[src/hdl/gps_pkg.sv]
// Shared types, constants and a helper function of the galvo point sequencer.
package gps_pkg;

    localparam int POINT_DEPTH = 4096;
    localparam int PT_AW       = (POINT_DEPTH > 1) ? $clog2(POINT_DEPTH) : 1;

    localparam int CMD_W   = 3;
    localparam int IDX_W   = 12;
    localparam int CODE_W  = 16;
    localparam int DELAY_W = 32;
    localparam int CNT_W   = 13;
    localparam int DUTY_W  = 10;
    localparam int FRAME_W = 24;
    localparam int LASER_W = 20;
    localparam int ERR_W   = 2;
    localparam int STEP_W  = 3;
    localparam int PADDR_W = 3;

    localparam int POS_W = 2 * CODE_W;
    localparam int TIM_W = DUTY_W + DELAY_W;

    localparam logic [CMD_W-1:0] CMD_LOAD   = 3'd0;
    localparam logic [CMD_W-1:0] CMD_START  = 3'd1;
    localparam logic [CMD_W-1:0] CMD_TICK   = 3'd2;
    localparam logic [CMD_W-1:0] CMD_HOME   = 3'd3;
    localparam logic [CMD_W-1:0] CMD_SETPOS = 3'd4;
    localparam logic [CMD_W-1:0] CMD_INIT   = 3'd5;

    localparam logic [ERR_W-1:0] ERR_NONE     = 2'd0;
    localparam logic [ERR_W-1:0] ERR_DISABLED = 2'd1;
    localparam logic [ERR_W-1:0] ERR_RANGE    = 2'd2;

    localparam logic REG_ENABLE = 1'b0;

    localparam logic [7:0] DAC_CMD_A      = 8'h18;
    localparam logic [7:0] DAC_CMD_B      = 8'h19;
    localparam logic [7:0] DAC_CMD_RESET  = 8'h28;
    localparam logic [7:0] DAC_CMD_REF    = 8'h38;
    localparam logic [7:0] DAC_CMD_LDAC   = 8'h20;
    localparam logic [CODE_W-1:0] DAC_DATA_ONE  = 16'h0001;
    localparam logic [CODE_W-1:0] DAC_DATA_BOTH = 16'h0003;
    localparam logic [CODE_W-1:0] MID_CODE      = 16'd32768;

    localparam logic [DUTY_W-1:0]  DUTY_MAX        = 10'd1000;
    localparam logic [LASER_W-1:0] NS_PER_PERMILLE = 20'd1000;

    localparam logic [STEP_W-1:0] NRES_ONE   = 3'd1;
    localparam logic [STEP_W-1:0] NRES_TWO   = 3'd2;
    localparam logic [STEP_W-1:0] NRES_THREE = 3'd3;
    localparam logic [STEP_W-1:0] NRES_INIT  = 3'd5;

    typedef struct packed {
        logic              in_ready;
        logic              accept;
        logic              latch_point;
        logic              emit;
        logic [STEP_W-1:0] step;
    } t_dp_cmd;

    typedef struct packed {
        logic due;
        logic out_free;
        logic last;
    } t_dp_status;

    function automatic logic [FRAME_W-1:0] init_frame(input logic [STEP_W-1:0] step);
        logic [FRAME_W-1:0] f;
        unique case (step)
            3'd0:    f = {DAC_CMD_RESET, DAC_DATA_ONE};
            3'd1:    f = {DAC_CMD_REF, DAC_DATA_ONE};
            3'd2:    f = {DAC_CMD_LDAC, DAC_DATA_BOTH};
            3'd3:    f = {DAC_CMD_A, MID_CODE};
            default: f = {DAC_CMD_B, MID_CODE};
        endcase
        return f;
    endfunction

endpackage

[src/hdl/gps_ctrl.sv]
// Controller state machine sequencing accept, store read and result issue.
module gps_ctrl
    import gps_pkg::*;
(
    input  logic       i_clk,
    input  logic       i_rst_n,
    input  logic       i_req_valid,
    input  t_dp_status i_status,
    output t_dp_cmd    o_cmd
);
    typedef enum logic [2:0] {
        S_IDLE = 3'b001,
        S_READ = 3'b010,
        S_EMIT = 3'b100
    } t_state;

    t_state            r_state, n_state;
    logic [STEP_W-1:0] r_step, n_step;

    always_comb begin
        n_state           = r_state;
        n_step            = r_step;
        o_cmd             = '0;
        o_cmd.step        = r_step;
        unique case (r_state)
            S_IDLE: begin
                o_cmd.in_ready = 1'b1;
                if (i_req_valid) begin
                    o_cmd.accept = 1'b1;
                    n_step       = '0;
                    n_state      = i_status.due ? S_READ : S_EMIT;
                end
            end
            S_READ: begin
                o_cmd.latch_point = 1'b1;
                n_state           = S_EMIT;
            end
            S_EMIT: begin
                if (i_status.out_free) begin
                    o_cmd.emit = 1'b1;
                    if (i_status.last) begin
                        n_state = S_IDLE;
                    end else begin
                        n_step = r_step + 1'b1;
                    end
                end
            end
            default: n_state = S_IDLE;
        endcase
    end

    always_ff @(posedge i_clk) begin
        if (!i_rst_n) begin
            r_state <= S_IDLE;
            r_step  <= '0;
        end else begin
            r_state <= n_state;
            r_step  <= n_step;
        end
    end
endmodule

[config.mk]
export PLATFORM = sky130hd
export DESIGN_NAME = gps_ctrl
export DESIGN_NICKNAME = d
export VERILOG_FILES = /design/src/hdl/gps_pkg.sv /design/src/hdl/gps_ctrl.sv
export SDC_FILE = /design/constraint.sdc
export NUM_CORES = 1
export LEC_CHECK = 0
export BUFFER_PORTS_ARGS = -buffer_cell sky130_fd_sc_hd__buf_2
export CORE_AREA = 2 2 39 41
export CTS_CLUSTER_DIAMETER = 200
export DETAILED_ROUTE_END_ITERATION = 10
export DIE_AREA = 0 0 41 43
export HOLD_SLACK_MARGIN = 0.05
export SETUP_SLACK_MARGIN = 0.05
export SLEW_MARGIN = 20
export SYNTH_ARGS = -nofsm -noshare
export SYNTH_HDL_FRONTEND = slang
export SYNTH_SLANG_ARGS = --single-unit
[constraint.sdc]
create_clock -name i_clk -period 1.75 [get_ports i_clk]
set_input_delay 0 -clock i_clk [delete_from_list [all_inputs] [get_ports i_clk]]
set_output_delay 0 -clock i_clk [all_outputs]
set_load 0.005 [all_outputs]
==> impl_metrics.csv <==
group,metric,value,unit
yosys,syn_inst,37,
route,vias_per_cell,4.74,
worst_setup_path,crit_fanout,5,
floorplan,start_util,24.6,%
finish,nNetsFinal,61,
route,drt_iter0_markers,7,
sta,setup_viol,0,
grt,antenna_found_initial,0,
placed_design,hpwl,540,um
placed_design,dpl_cell_area,410,um2
floorplan,core_area,1380,um2
yosys,synth_sequential_area_ratio,35.3,%
floorplan,die_area,1760,um2
yosys,ys_seq_elements,6,
clock_tree,cts_sinks,6,
floorplan,row_count,14,
route,vias,322,
worst_setup_path,path_class,"reg -> out",
route,post_drt_wl_per_cell,10.0,um
worst_setup_path,required,1750,ps
worst_setup_path,crit_chain,"or3b_4 -> nor2_1 -> buf_2",
clock_tree,cts_buffers,3,
yosys,synth.yosys.warnings,0,
yosys,synth_area,340,um2
clock_tree,clkLatencyLatePin,240,ps
worst_setup_path,rrSetupSlack,490,ps
yosys,synth.distinct_cells,25,
placed_design,finalWeightedCongestion,0.761,
worst_setup_path,endpoint_kind,"primary output",
clock_tree,root_buffer,"clkbuf_4",
finish,drive_gt1_share,36.5,%
sta,maxSlewViolCount,0,
worst_setup_path,cp.arrival,1280,ps
min_path,hp-start,"i_rst_n",
pwr,p_leak,0.200,nW
sta,final_hold_viol_count,0,
worst_setup_path,slowest_stage,"or3b_4",
grt,grt.total_usage,10.7,%
placed_design,io_buffer_count,12,
outcome,outcome,"finished clean",
finish,fillCellCount,146,
min_path,min_path_cells,3,
clock_tree,clkTransAtPathRegs,40,ps
floorplan,die_x,41,um
finish,post-route-util,32.0,%
route,routed_wl,680,um
finish,area.growth.synth_to_final,30.1,%
grt,grt_pass1_vias,291,
floorplan,die_y,43,um
finish,design_area,443,um2
clock_tree,cts_tree,"yes",
route,dr.pass1.iters,4,
sta,min_period,1280,ps
sta,worst-slew-pin-transition,413,ps
route,ant_nets,0,
clock_tree,htreeDepth,1,
clock_tree,postCtsSetupBuffers,0,
worst_setup_path,critPathBufInv,1,
sta,rsz0062_at_grt,"no",
route,drc_errors,0,
worst_setup_path,r2r_cells,4,
finish,multi_input_area,201,um2
yosys,mappedNetlistNets,44,
sta,max-slew-margin-rel,72.3,%
pwr,p_per_area,852,nW/um2
grt,grt_max_degree,10,
grt,gr-total-overflow,0,
worst_setup_path,r2r_start,"r_state[0]$_SDFFE_PN1P_",
floorplan,io_pins,13,
sta,fmax,0.780,GHz
finish,seq_area,120,um2
min_path,hold_path.class,"in -> reg",
pwr,irDropWorstVdd,0.368,mV
yosys,async_reset_ff_share,0,%
min_path,holdPathEnd,"r_step[1]$_SDFFE_PN0P_",
finish,final_common_cell,"buf_2",
flow_run,drv_cap,0,
sta,setup-tns-final,0,ps
worst_setup_path,setup.worst_path.start,"r_state[0]$_SDFFE_PN1P_",
sta,finalCritPeriodShare,73.2,%
yosys,syn_avg_cell_area,9.20,um2
worst_setup_path,path_delay_family,"simple AND/OR/NAND/NOR gates",
worst_setup_path,worst_setup_path_start_kind,"flop",
yosys,synth_ff_type,"dfxtp_1",
clock_tree,clockBufferDepth,2,
grt,grt_first_pass_wirelength,1.21,mm
worst_setup_path,worstReg2RegEnd,"r_state[0]$_SDFFE_PN1P_",
finish,final_cell_mix,"buf_2 (12), dfxtp_1 (6), nand2_1 (4)",
yosys,synth_edf_count,0,
worst_setup_path,cpPeakStageDelay,420,ps
sta,finClkSkew,3.94,ps
finish,diodes,0,
==> layout make-up <==
type / instances / share of cell area [%]
flip-flops and latches: 6 / 27.1
well taps: 16 / 4.52
multi-input cells: 28 / 45.5
inverters: 2 / 1.98
clock buffers: 3 / 5.08
repair buffers: 13 / 15.8
==> synthesized netlist by cell type, types with 2 or more instances <==
cell type / count / share of area [%]
dfxtp_1: 6 / 35
nand2_1: 4 / 4.4
a21oi_1: 2 / 2.9
nand4b_1: 2 / 5.1
nor2b_1: 2 / 3.7
o21ai_0: 2 / 2.9
==> worst max path at each step <==
stage / endpoint / cells after the start
after detailed placement: r_state[0]$_SDFFE_PN1P_ / 4
after global routing: o_cmd[3] / 3
final: o_cmd[5] / 3
after floorplan: r_state[0]$_SDFFE_PN1P_ / 4
after global placement: r_state[0]$_SDFFE_PN1P_ / 4
after CTS: o_cmd[5] / 3
==> through the flow <==
step                      hold WS (ps)  power [mW]  instances  setup WS [ps]
after floorplan                    110       0.230         37            554
after global placement             249       0.258         64            529
after detailed placement           245       0.259         64            498
after CTS                         86.7       0.386         68            452
after global routing               106       0.408         68            343
final                             93.6       0.377         68            468
==> cells by family (layout without fill, tap and decap cells) <==
group,count (synthesis),count (layout),share of synthesized area [%]
simple gates,19,19,37.9
compound gates,7,7,14.7
flops,6,6,35.3
buf+inv,3,18,5.51
fa+ha+maj,1,1,3.68
mux,1,1,2.94
==> sequential cells by signal (all words and copies together) (netlist names) <==
register	flops
r_state	3
r_step	3
==> worst register-to-register path, cell delays in order, from the launching register on <==
cell	delay (ps)
dfxtp_1	380
or3b_4	420
clkinv_2	80
a221oi_2	70
a21o_1	200
==> layer usage <==
layer	vias to the layer above	track usage [%]	wire length, um
li1	169	-	-
met2	6	11.3	311
met5	-	0	0
met1	145	14.9	317
met4	0	12.0	25
met3	2	3.14	26
==> power by group <==
group,switching (mW),internal (mW)
logic,0.0469,0.0508
registers,0.0115,0.148
clock network,0.0428,0.0771
total,0.101,0.276
==> what timing repair did <==
action / in CTS / in global routing
hold buffers: 1 / 0
resized for setup: 0 / 0
hold endpoints to repair: 2 / 0
(Power assumes the default switching activity.)
